`config.mk`:
```
export PLATFORM = sky130hd
export DESIGN_NAME = software_timer_table_core
export DESIGN_NICKNAME = d
export VERILOG_FILES = /design/src/hdl/stt_pkg.sv /design/src/hdl/stt_cell.sv /design/src/hdl/stt_div.sv /design/src/hdl/software_timer_table_core.sv
export SDC_FILE = /design/constraint.sdc
export NUM_CORES = 2
export LEC_CHECK = 0
export ABC_CLOCK_PERIOD_IN_PS = 67000
export BUFFER_PORTS_ARGS = -buffer_cell sky130_fd_sc_hd__buf_2
export CORE_MARGIN = 1.5
export CORE_UTILIZATION = 55
export CTS_CLUSTER_DIAMETER = 120
export DETAILED_ROUTE_END_ITERATION = 8
export PLACE_DENSITY = 0.78
export SLEW_MARGIN = 40
export SYNTH_ARGS = -nofsm -noshare
export SYNTH_HDL_FRONTEND = slang
export SYNTH_SLANG_ARGS = --single-unit
```
`constraint.sdc`:
```
create_clock -name clk -period 67 [get_ports clk]
set_clock_uncertainty 0.2 [all_clocks]
set_input_delay 6.7 -clock clk [delete_from_list [all_inputs] [get_ports clk]]
set_output_delay 6.7 -clock clk [all_outputs]
set_load 0.005 [all_outputs]
```
`src/hdl/stt_pkg.sv`:
```
// Shared types and constants for the software timer slot table.
package stt_pkg;

  localparam int unsigned IdW    = 31;
  localparam int unsigned TickW  = 64;
  localparam int unsigned DurW   = 32;
  localparam int unsigned MptW   = 10;
  localparam int unsigned KindW  = 3;

  localparam logic [1:0] CMD_TICK   = 2'd0;
  localparam logic [1:0] CMD_ADD    = 2'd1;
  localparam logic [1:0] CMD_CANCEL = 2'd2;
  localparam logic [1:0] CMD_NONE   = 2'd3;

  localparam logic [KindW-1:0] KIND_ADDED  = 3'd0;
  localparam logic [KindW-1:0] KIND_FULL   = 3'd1;
  localparam logic [KindW-1:0] KIND_FIRED  = 3'd2;
  localparam logic [KindW-1:0] KIND_TICK   = 3'd3;
  localparam logic [KindW-1:0] KIND_CANCEL = 3'd4;

  localparam logic [MptW-1:0] MPT_RESET = 10'd10;
  localparam logic [IdW-1:0]  ID_MAX    = 31'h7FFF_FFFF;

  // One timer slot; id zero marks the slot free
  typedef struct packed {
    logic [IdW-1:0]   id;
    logic [TickW-1:0] deadline;
    logic [DurW-1:0]  period;
  } slot_t;

  typedef enum logic [1:0] {
    ST_IDLE,
    ST_DIV,
    ST_SCAN,
    ST_FIN
  } state_t;

endpackage

```
`src/hdl/stt_cell.sv`:
```
// One slot cell of the rotating slot ring.
module stt_cell (
  input  logic          clk,
  input  logic          rst,
  input  logic          shift,
  input  stt_pkg::slot_t d_in,
  output stt_pkg::slot_t q
);
  import stt_pkg::*;

  // Owner id is control state and is cleared on reset; deadline and period
  // are only read for occupied slots
  always_ff @(posedge clk) begin
    if (rst) begin
      q.id <= '0;
    end else if (shift) begin
      q.id <= d_in.id;
    end
    if (shift) begin
      q.deadline <= d_in.deadline;
      q.period   <= d_in.period;
    end
  end

endmodule

```
`src/hdl/stt_div.sv`:
```
// Restoring serial divider, one quotient bit per cycle.
module stt_div (
  input  logic                       clk,
  input  logic                       rst,
  input  logic                       start,
  input  logic [stt_pkg::DurW-1:0]   dividend,
  input  logic [stt_pkg::MptW-1:0]   divisor,
  output logic                       done,
  output logic [stt_pkg::DurW-1:0]   quotient
);
  import stt_pkg::*;

  localparam int unsigned CntW = $clog2(DurW);

  logic                busy;
  logic [CntW-1:0]     cnt;
  logic [MptW-1:0]     rem;
  logic [MptW-1:0]     dvs;
  logic [MptW:0]       sh;
  logic                ge;

  // Trial subtraction for the next quotient bit
  always_comb begin
    sh = {rem, quotient[DurW-1]};
    ge = (sh >= {1'b0, dvs});
  end

  always_ff @(posedge clk) begin
    if (rst) begin
      busy <= 1'b0;
      done <= 1'b0;
      cnt  <= '0;
    end else begin
      done <= 1'b0;
      if (start) begin
        busy <= 1'b1;
        cnt  <= '0;
      end else if (busy) begin
        cnt <= cnt + 1'b1;
        if (cnt == CntW'(DurW - 1)) begin
          busy <= 1'b0;
          done <= 1'b1;
        end
      end
    end
  end

  always_ff @(posedge clk) begin
    if (start) begin
      quotient <= dividend;
      rem      <= '0;
      dvs      <= divisor;
    end else if (busy) begin
      quotient <= {quotient[DurW-2:0], ge};
      rem      <= ge ? MptW'(sh - {1'b0, dvs}) : sh[MptW-1:0];
    end
  end

endmodule

```
`src/hdl/software_timer_table_core.sv`:
```
// Top level of the software timer slot table.
// The slots sit in a ring of cells that rotates by one slot per cycle while
// an item scans it and the output register is free; a tick, cancel or add
// item walks the ring once, in slot order, and then gives its final result
// from a finish state. An add first converts milliseconds to ticks in a
// serial divider, then walks the ring. Each fired timer and each final
// result waits for the output register to be free, so output stalls
// lengthen an item. Input is taken only between items.
module software_timer_table_core #(
  parameter int SLOTS = 16
) (
  input  logic                        clk,
  input  logic                        rst,
  input  logic                        cfg_we,
  input  logic [stt_pkg::MptW-1:0]    cfg_data,
  input  logic                        in_valid,
  output logic                        in_stall,
  input  logic [1:0]                  cmd,
  input  logic [stt_pkg::DurW-1:0]    duration_ms,
  input  logic                        periodic,
  input  logic [stt_pkg::IdW-1:0]     cancel_id,
  output logic                        out_valid,
  input  logic                        out_stall,
  output logic [stt_pkg::KindW-1:0]   kind,
  output logic [stt_pkg::IdW-1:0]     timer_id,
  output logic [stt_pkg::TickW-1:0]   tick_count,
  output logic                        last
);
  import stt_pkg::*;

  localparam int unsigned CW = (SLOTS > 1) ? $clog2(SLOTS) : 1;

  state_t          state, state_next;
  logic [1:0]      op;
  logic            per;
  logic [IdW-1:0]  cid;
  logic [DurW-1:0] tval;
  logic            hit, hit_next;
  logic [CW-1:0]   cnt;
  logic [TickW-1:0] tick;
  logic [IdW-1:0]  next_id;
  logic [MptW-1:0] mpt;

  logic            accept, out_free, step, emit, div_start, div_done;
  logic [DurW-1:0] div_q;
  logic [KindW-1:0] emit_kind;
  logic [IdW-1:0]  emit_id;
  logic            emit_last;

  slot_t           ring [SLOTS];
  slot_t           head, wb;

  assign accept   = in_valid && !in_stall;
  assign out_free = !out_valid || !out_stall;
  assign in_stall = (state != ST_IDLE);
  assign head     = ring[0];

  // Ring of slot cells; the last cell takes the written-back head
  for (genvar i = 0; i < SLOTS; i++) begin : g_cell
    slot_t din;
    if (i == SLOTS - 1) begin : g_tail
      assign din = wb;
    end else begin : g_mid
      assign din = ring[i+1];
    end
    stt_cell u_cell (
      .clk   (clk),
      .rst   (rst),
      .shift (step),
      .d_in  (din),
      .q     (ring[i])
    );
  end

  stt_div u_div (
    .clk      (clk),
    .rst      (rst),
    .start    (div_start),
    .dividend (duration_ms),
    .divisor  ((mpt == '0) ? MptW'(1) : mpt),
    .done     (div_done),
    .quotient (div_q)
  );

  // Sequencer: next state, head write-back and result selection
  always_comb begin
    state_next = state;
    hit_next   = hit;
    wb         = head;
    step       = 1'b0;
    emit       = 1'b0;
    emit_kind  = KIND_TICK;
    emit_id    = '0;
    emit_last  = 1'b0;
    div_start  = 1'b0;
    unique case (state)
      ST_IDLE: begin
        if (accept) begin
          hit_next = 1'b0;
          unique case (cmd)
            CMD_TICK, CMD_CANCEL: state_next = ST_SCAN;
            CMD_ADD: begin
              div_start  = 1'b1;
              state_next = ST_DIV;
            end
            default: state_next = ST_IDLE;
          endcase
        end
      end
      ST_DIV: begin
        if (div_done) begin
          state_next = ST_SCAN;
        end
      end
      ST_SCAN: begin
        if (out_free) begin
          step = 1'b1;
          unique case (op)
            CMD_TICK: begin
              if (head.id != '0 && tick >= head.deadline) begin
                emit    = 1'b1;
                emit_kind = KIND_FIRED;
                emit_id = head.id;
                if (head.period != '0) begin
                  wb.deadline = tick + TickW'(head.period);
                end else begin
                  wb.id = '0;
                end
              end
            end
            CMD_ADD: begin
              if (!hit && head.id == '0) begin
                wb.id       = next_id;
                wb.deadline = tick + TickW'(tval);
                wb.period   = per ? tval : '0;
                hit_next    = 1'b1;
              end
            end
            default: begin
              if (!hit && head.id != '0 && head.id == cid) begin
                wb.id    = '0;
                hit_next = 1'b1;
              end
            end
          endcase
          if (cnt == CW'(SLOTS - 1)) begin
            state_next = ST_FIN;
          end
        end
      end
      ST_FIN: begin
        if (out_free) begin
          emit      = 1'b1;
          emit_last = 1'b1;
          unique case (op)
            CMD_TICK: emit_kind = KIND_TICK;
            CMD_ADD: begin
              emit_kind = hit ? KIND_ADDED : KIND_FULL;
              emit_id   = hit ? next_id : '0;
            end
            default: emit_kind = KIND_CANCEL;
          endcase
          state_next = ST_IDLE;
        end
      end
      default: state_next = ST_IDLE;
    endcase
  end

  // Control registers
  always_ff @(posedge clk) begin
    if (rst) begin
      state   <= ST_IDLE;
      hit     <= 1'b0;
      cnt     <= '0;
      tick    <= '0;
      next_id <= IdW'(1);
      mpt     <= MPT_RESET;
    end else begin
      state <= state_next;
      hit   <= hit_next;
      if (cfg_we) begin
        mpt <= cfg_data;
      end
      if (accept && cmd == CMD_TICK) begin
        tick <= tick + 1'b1;
      end
      if (state == ST_IDLE) begin
        cnt <= '0;
      end else if (step) begin
        cnt <= cnt + 1'b1;
      end
      if (state == ST_FIN && out_free && op == CMD_ADD && hit) begin
        next_id <= (next_id >= ID_MAX) ? IdW'(1) : next_id + 1'b1;
      end
    end
  end

  // Item payload
  always_ff @(posedge clk) begin
    if (accept) begin
      op  <= cmd;
      per <= periodic;
      cid <= cancel_id;
    end
    if (div_done) begin
      tval <= (div_q == '0) ? DurW'(1) : div_q;
    end
  end

  // Output register
  always_ff @(posedge clk) begin
    if (rst) begin
      out_valid <= 1'b0;
    end else if (out_free) begin
      out_valid <= emit;
    end
  end

  always_ff @(posedge clk) begin
    if (out_free && emit) begin
      kind       <= emit_kind;
      timer_id   <= emit_id;
      tick_count <= tick;
      last       <= emit_last;
    end
  end

  // Checks
  a_busy_after_accept: assert property (@(posedge clk) disable iff (rst)
    accept && cmd != CMD_NONE |=> state != ST_IDLE)
    else $error("item accepted but sequencer idle");
  a_id_nonzero: assert property (@(posedge clk) disable iff (rst)
    next_id != '0)
    else $error("next id is zero");
  a_div_done_state: assert property (@(posedge clk) disable iff (rst)
    div_done |-> state == ST_DIV)
    else $error("divider done outside divide state");

endmodule
```
# [Word-level counts from Yosys, hierarchy flattened]
# Index checks and enable logic that the tools add are counted.
[word_totals] reg_bits=2369 in_bits=81 output_inout_bits=101 elab_cells=184
[classes] add_sub_neg=7 order_cmp=3 eq_ne=17 n_mux=55 n_bitwise=1 reduce_logical=32
[op_table] cell="$mux 127" count=3
[op_table] cell="$mux 31" count=9
[op_table] cell="$add 64x32->64" count=2
[op_table] cell="$mux 32" count=4
[op_table] cell="$pmux 64 s2" count=1
[op_table] cell="$pmux 31 s2" count=2
[op_table] cell="$mux 95" count=1
[op_table] cell="$add 64x1->64 const B" count=1
[op_table] cell="$ge 64x64->1" count=1
[op_table] cell="$mux 64" count=1
[op_table] cell="$logic_not 32->1" count=1
[op_table] cell="$reduce_bool 32->1" count=1
[op_table] cell="$add 31x1->31 const B" count=1
[op_table] cell="$eq 31x31->1" count=1
[op_table] cell="$ge 31x31->1 const B" count=1
[op_table] cell="$logic_not 31->1" count=1
[op_table] cell="$reduce_bool 31->1" count=1
[op_table] cell="$mux 1" count=20
[op_table] cell="$pmux 3 s2" count=2
[op_table] cell="$ge 11x10->1" count=1
[op_table] cell="$logic_and 1x1->1" count=10
[op_table] cell="$logic_not 10->1" count=1
[op_table] cell="$mux 10" count=1
[op_table] cell="$mux 2" count=5
[op_table] cell="23 further kinds" count=43

# [Longest topological paths before layout]
[logic_depth] ltp_word=7 ltp_mapped=14 depth_no_buf=13

# [Cells and area by module]
# Synthesis repeated with hierarchy kept, for this count alone.
[hier_totals] cells_unflattened=5544 area_unflattened_um2=86457.9
[by_module_without_submodules] mod="stt_cell" instances=16 cells_each=196 area_each_um2=4012.6 seq_area_each_um2=3503.4
[by_module_without_submodules] mod="software_timer_table_core" instances=1 cells_each=2181 area_each_um2=19361.1 seq_area_each_um2=7216.9
[by_module_without_submodules] mod="stt_div" instances=1 cells_each=227 area_each_um2=2895.3 seq_area_each_um2=1601.5

# [Worst setup path before layout]
# Ideal clock, no wire load.
[synth_timing] kind="input to register" from="input out_stall" to="register g_cell[15].u_cell.q[43] (netlist bit), data pin" t_arrival_ns=50.935 path_slack_ns=15.524 stages=7 n_path_buf=2 cell_sequence="nand2_1 nand2_1 inv_2 clkbuf_1 clkbuf_1 nand3_1 o211ai_1"
[synth_rtl] item="start: declaration" line_no="software_timer_table_core.sv:23" rtl="input logic out_stall,"
[synth_rtl] item="end: declaration" line_no="stt_cell.sv:7" rtl="output stt_pkg::slot_t q"

# [Worst setup path in the final report]
[layout_timing] from="input out_stall" to="register g_cell[2].u_cell.q[13] (netlist bit), enable pin"
[layout_between] elab_chain_cells=4
[layout_rtl] item="$logic_not 1->1" line_no="software_timer_table_core.sv:54" rtl="assign out_free = !out_valid || !out_stall;"
[layout_rtl] item="$logic_or 1x1->1" line_no="software_timer_table_core.sv:54"
[layout_rtl] item="$mux 1" line_no="software_timer_table_core.sv:116" rtl="if (out_free) begin"
[layout_rtl] item="$mux 1" line_no="software_timer_table_core.sv:96" rtl="unique case (state)"
[layout_rtl] item="end: declaration" line_no="stt_cell.sv:7"
# Every way passes these cells.
# A chain may end at the register's enable or synchronous reset.

==> metrics <==
routed vias/inst 5.58; chip height roughly 400 um; DRT antenna net count 0; CP Class in -> reg; Netlist Area Pre-Place ~85,000 um^2; Worst Tran Pin Value ~0.8 ns; CTS Buffer Depth 3; Synth top area share 0.619; Layout area overhead 12.0%; Fmax roughly 0.09 GHz; worst slack, placed 54.60 ns; unrepaired setup endpoints after global routing no; synthesized instance count 6,070; Die Wd between 300 and 400 um; pin count of the biggest net entering global routing 126; P_leak ~32 nW; DRT Pass-1 Iters 6; post-synthesis async set-or-reset flop share 0; count leader, synth edfxtp_1; Ports between 150 and 200; slowest stage delay, CP ~0.74 ns; Hold Crit Class reg -> reg; clk_lat worst skew about 0.86 ns; Post-CTS Setup Bufs 0; Layout fillers 10,700; Netlist cell types 94; clock sink count 2,369; Final Hold Fails 0; status completed; Worst path top cell family by delay buffers and inverters; worst rel slew slack 0.455; Total Power about 3.7 mW; register area share after synthesis 0.768; row count 143; DP HPWL between 100 and 150 mm; pwr dens about 39 nW/um^2; critical-path cell list buf_2, nand2_1, nand2_8, inv_8, buf_12, buf_16, buf_16, buf_6, clkbuf_8, buf_6; WP data required between 60 and 70 ns; Worst setup EP type flip-flop; Yosys reg bits about 2,400; Initial Utilization 0.555; PnR worst setup slack between 50 and 60 ns; initial antenna violation count 11; post_cts resized 0; crit path time final between 10 and 15 ns; via count around 47,000; H-Tree Depth 4; Routed WL per cell a little over 20 um; Slowest-stage cell, CP clkbuf_8; initial DRC count 4,780; Synth Net Count ~6,300; period utilization 0.166; number of global-route vias before repair 44,700; Synth warnings 0; Worst VDD drop ~34 uV; PortBufs 181; synth top area cells edfxtp_1, dfxtp_1, nand2_1; maxcap violations 0; CTS tree built; WP data arrival 11.34 ns; CTS buffer count between 200 and 250; Tot GR Track Use 0.223; Worst setup SP type input pin; nets@finish ~6,500; layout cells sized above 1 0.0962; fin. max-slew vios 0; grt ovf 0; Root Buffer Master clkbuf_16; Worst Path Max Fanout 102; first-pass GRT wire length 266 mm; Mapped Avg Cell Area approximately 14 um^2; final setup fails 0; top_reg_cell synth edfxtp_1; setup total negative slack 0 ns; CTS clk-pin slew, worst paths approximately 0.06 ns; Worst Path Buf+Inv 8; post-route DRC violation count 0; CTS Hold Bufs 0; synth cell count leaders edfxtp_1, nand2_1, dfxtp_1; number of flops mapped to enable cells by yosys between 1,500 and 2,000; Placer Congestion between 0.9 and 1; Core ar. ~150,000 um^2; die area roughly 160,000 um^2; post-synth top area cell edfxtp_1; routed wire length between 150 and 200 mm
==> per-layer routing <==
metal / global-route usage / up-vias / part of all wire
li1: - / 22100 / -
met1: 0.320 / 23100 / 0.43
met2: 0.346 / 1585 / 0.47
met3: 0.0393 / 333 / 0.069
met4: 0.0729 / 8 / 0.029
met5: 0 / - / 0.00024
==> report_power, final <==
part	leakage (nW)	total, mW	switching, mW	internal (mW)
clock network	3.44	1.22	0.534	0.687
registers	21.1	2.08	0.106	1.98
logic	7.74	0.382	0.309	0.0731
==> flip-flops by register name, summed over array words and instances, names as in the netlist, 2 cells and up <==
name and flops:
cid 31, cnt 4, u_div.cnt 5, u_div.quotient 32, kind 3, g_cell.u_cell.q 2032
u_div.rem 10, next_id 31, tick_count 64, tval 32, mpt 10, tick 64
state 2, timer_id 31, op 2, u_div.dvs 10
==> cells by family (layout without fill, tap and decap cells) <==
kind of cell,count (synthesis),after routing,share of synthesized area
adder cells (fa/ha/maj),150,150,0.0225
buffers and inverters,416,759,0.0190
AO/OA/AOI/OAI,1048,1048,0.0734
XOR/XNOR,223,223,0.0231
other,0,4,0
multiplexers,19,19,0.00225
flip-flops,2369,2369,0.768
AND/OR/NAND/NOR,1845,1845,0.0922
==> metrics by stage <==
stage | area [um^2] | hold WS (ns) | instances | utilization
global route | 94700 | 0.196 | 8443 | 0.622
global placement | 87300 | 0.200 | 8033 | 0.573
floorplan | 84500 | 0.200 | 6070 | -
CTS | 94600 | 0.184 | 8443 | 0.621
detailed placement | 87500 | 0.205 | 8039 | 0.575
finish | 94700 | 0.183 | 8447 | 0.622
==> final timing paths <==
kind	startpoint	endpoint	slack (ns)	depth (start not counted)
max	out_stall	g_cell[2].u_cell.q[13]	55.90	10
max reg2reg	state[0]	g_cell[2].u_cell.q[13]	61.11	10
min reg2reg	g_cell[12].u_cell.q[24]	g_cell[11].u_cell.q[24]	0.18	0
min	g_cell[12].u_cell.q[24]	g_cell[11].u_cell.q[24]	0.18	0
==> placed cells by master (no fill, tap or decap), types with 10 or more instances in the layout <==
master,netlist,final
edfxtp_1,1743,1743
nand2_1,1254,1253
dfxtp_1,626,624
a21oi_1,598,598
nor2_1,243,242
clkbuf_16,0,218
buf_2,18,180
ha_1,147,147
xor2_1,118,118
inv_1,116,115
o21ai_0,115,115
xnor2_1,105,105
a21o_1,64,63
nand3_1,60,59
clkbuf_1,269,58
a22o_1,57,57
nor3_1,52,51
nand4_1,42,42
nor4_1,40,39
a22oi_1,39,39
o21ai_1,35,35
clkinv_1,1,34
clkinv_2,0,28
buf_4,2,25
nand2b_1,24,24
and3_1,23,23
a211oi_1,22,22
or3_1,22,22
buf_6,2,21
mux2i_1,19,19
clkbuf_8,0,19
bufinv_16,0,17
a221oi_1,16,15
nor2b_1,15,14
and2_1,11,11
o22ai_1,11,11
o211ai_1,10,10
==> area by class of cell <==
cell class | count | area, um^2 | share of cell area
diodes | 4 | 10.0 | 0.000106
clock buffers | 292 | 5890 | 0.0623
repair buffers | 237 | 1550 | 0.0164
flip-flops and latches | 2369 | 64900 | 0.685
well taps | 2030 | 2540 | 0.0268
clock inverters | 112 | 1210 | 0.0128
multi-input cells | 3285 | 18100 | 0.192
inverters | 118 | 453 | 0.00478
No activity file was read; power rests on OpenSTA's default activity.
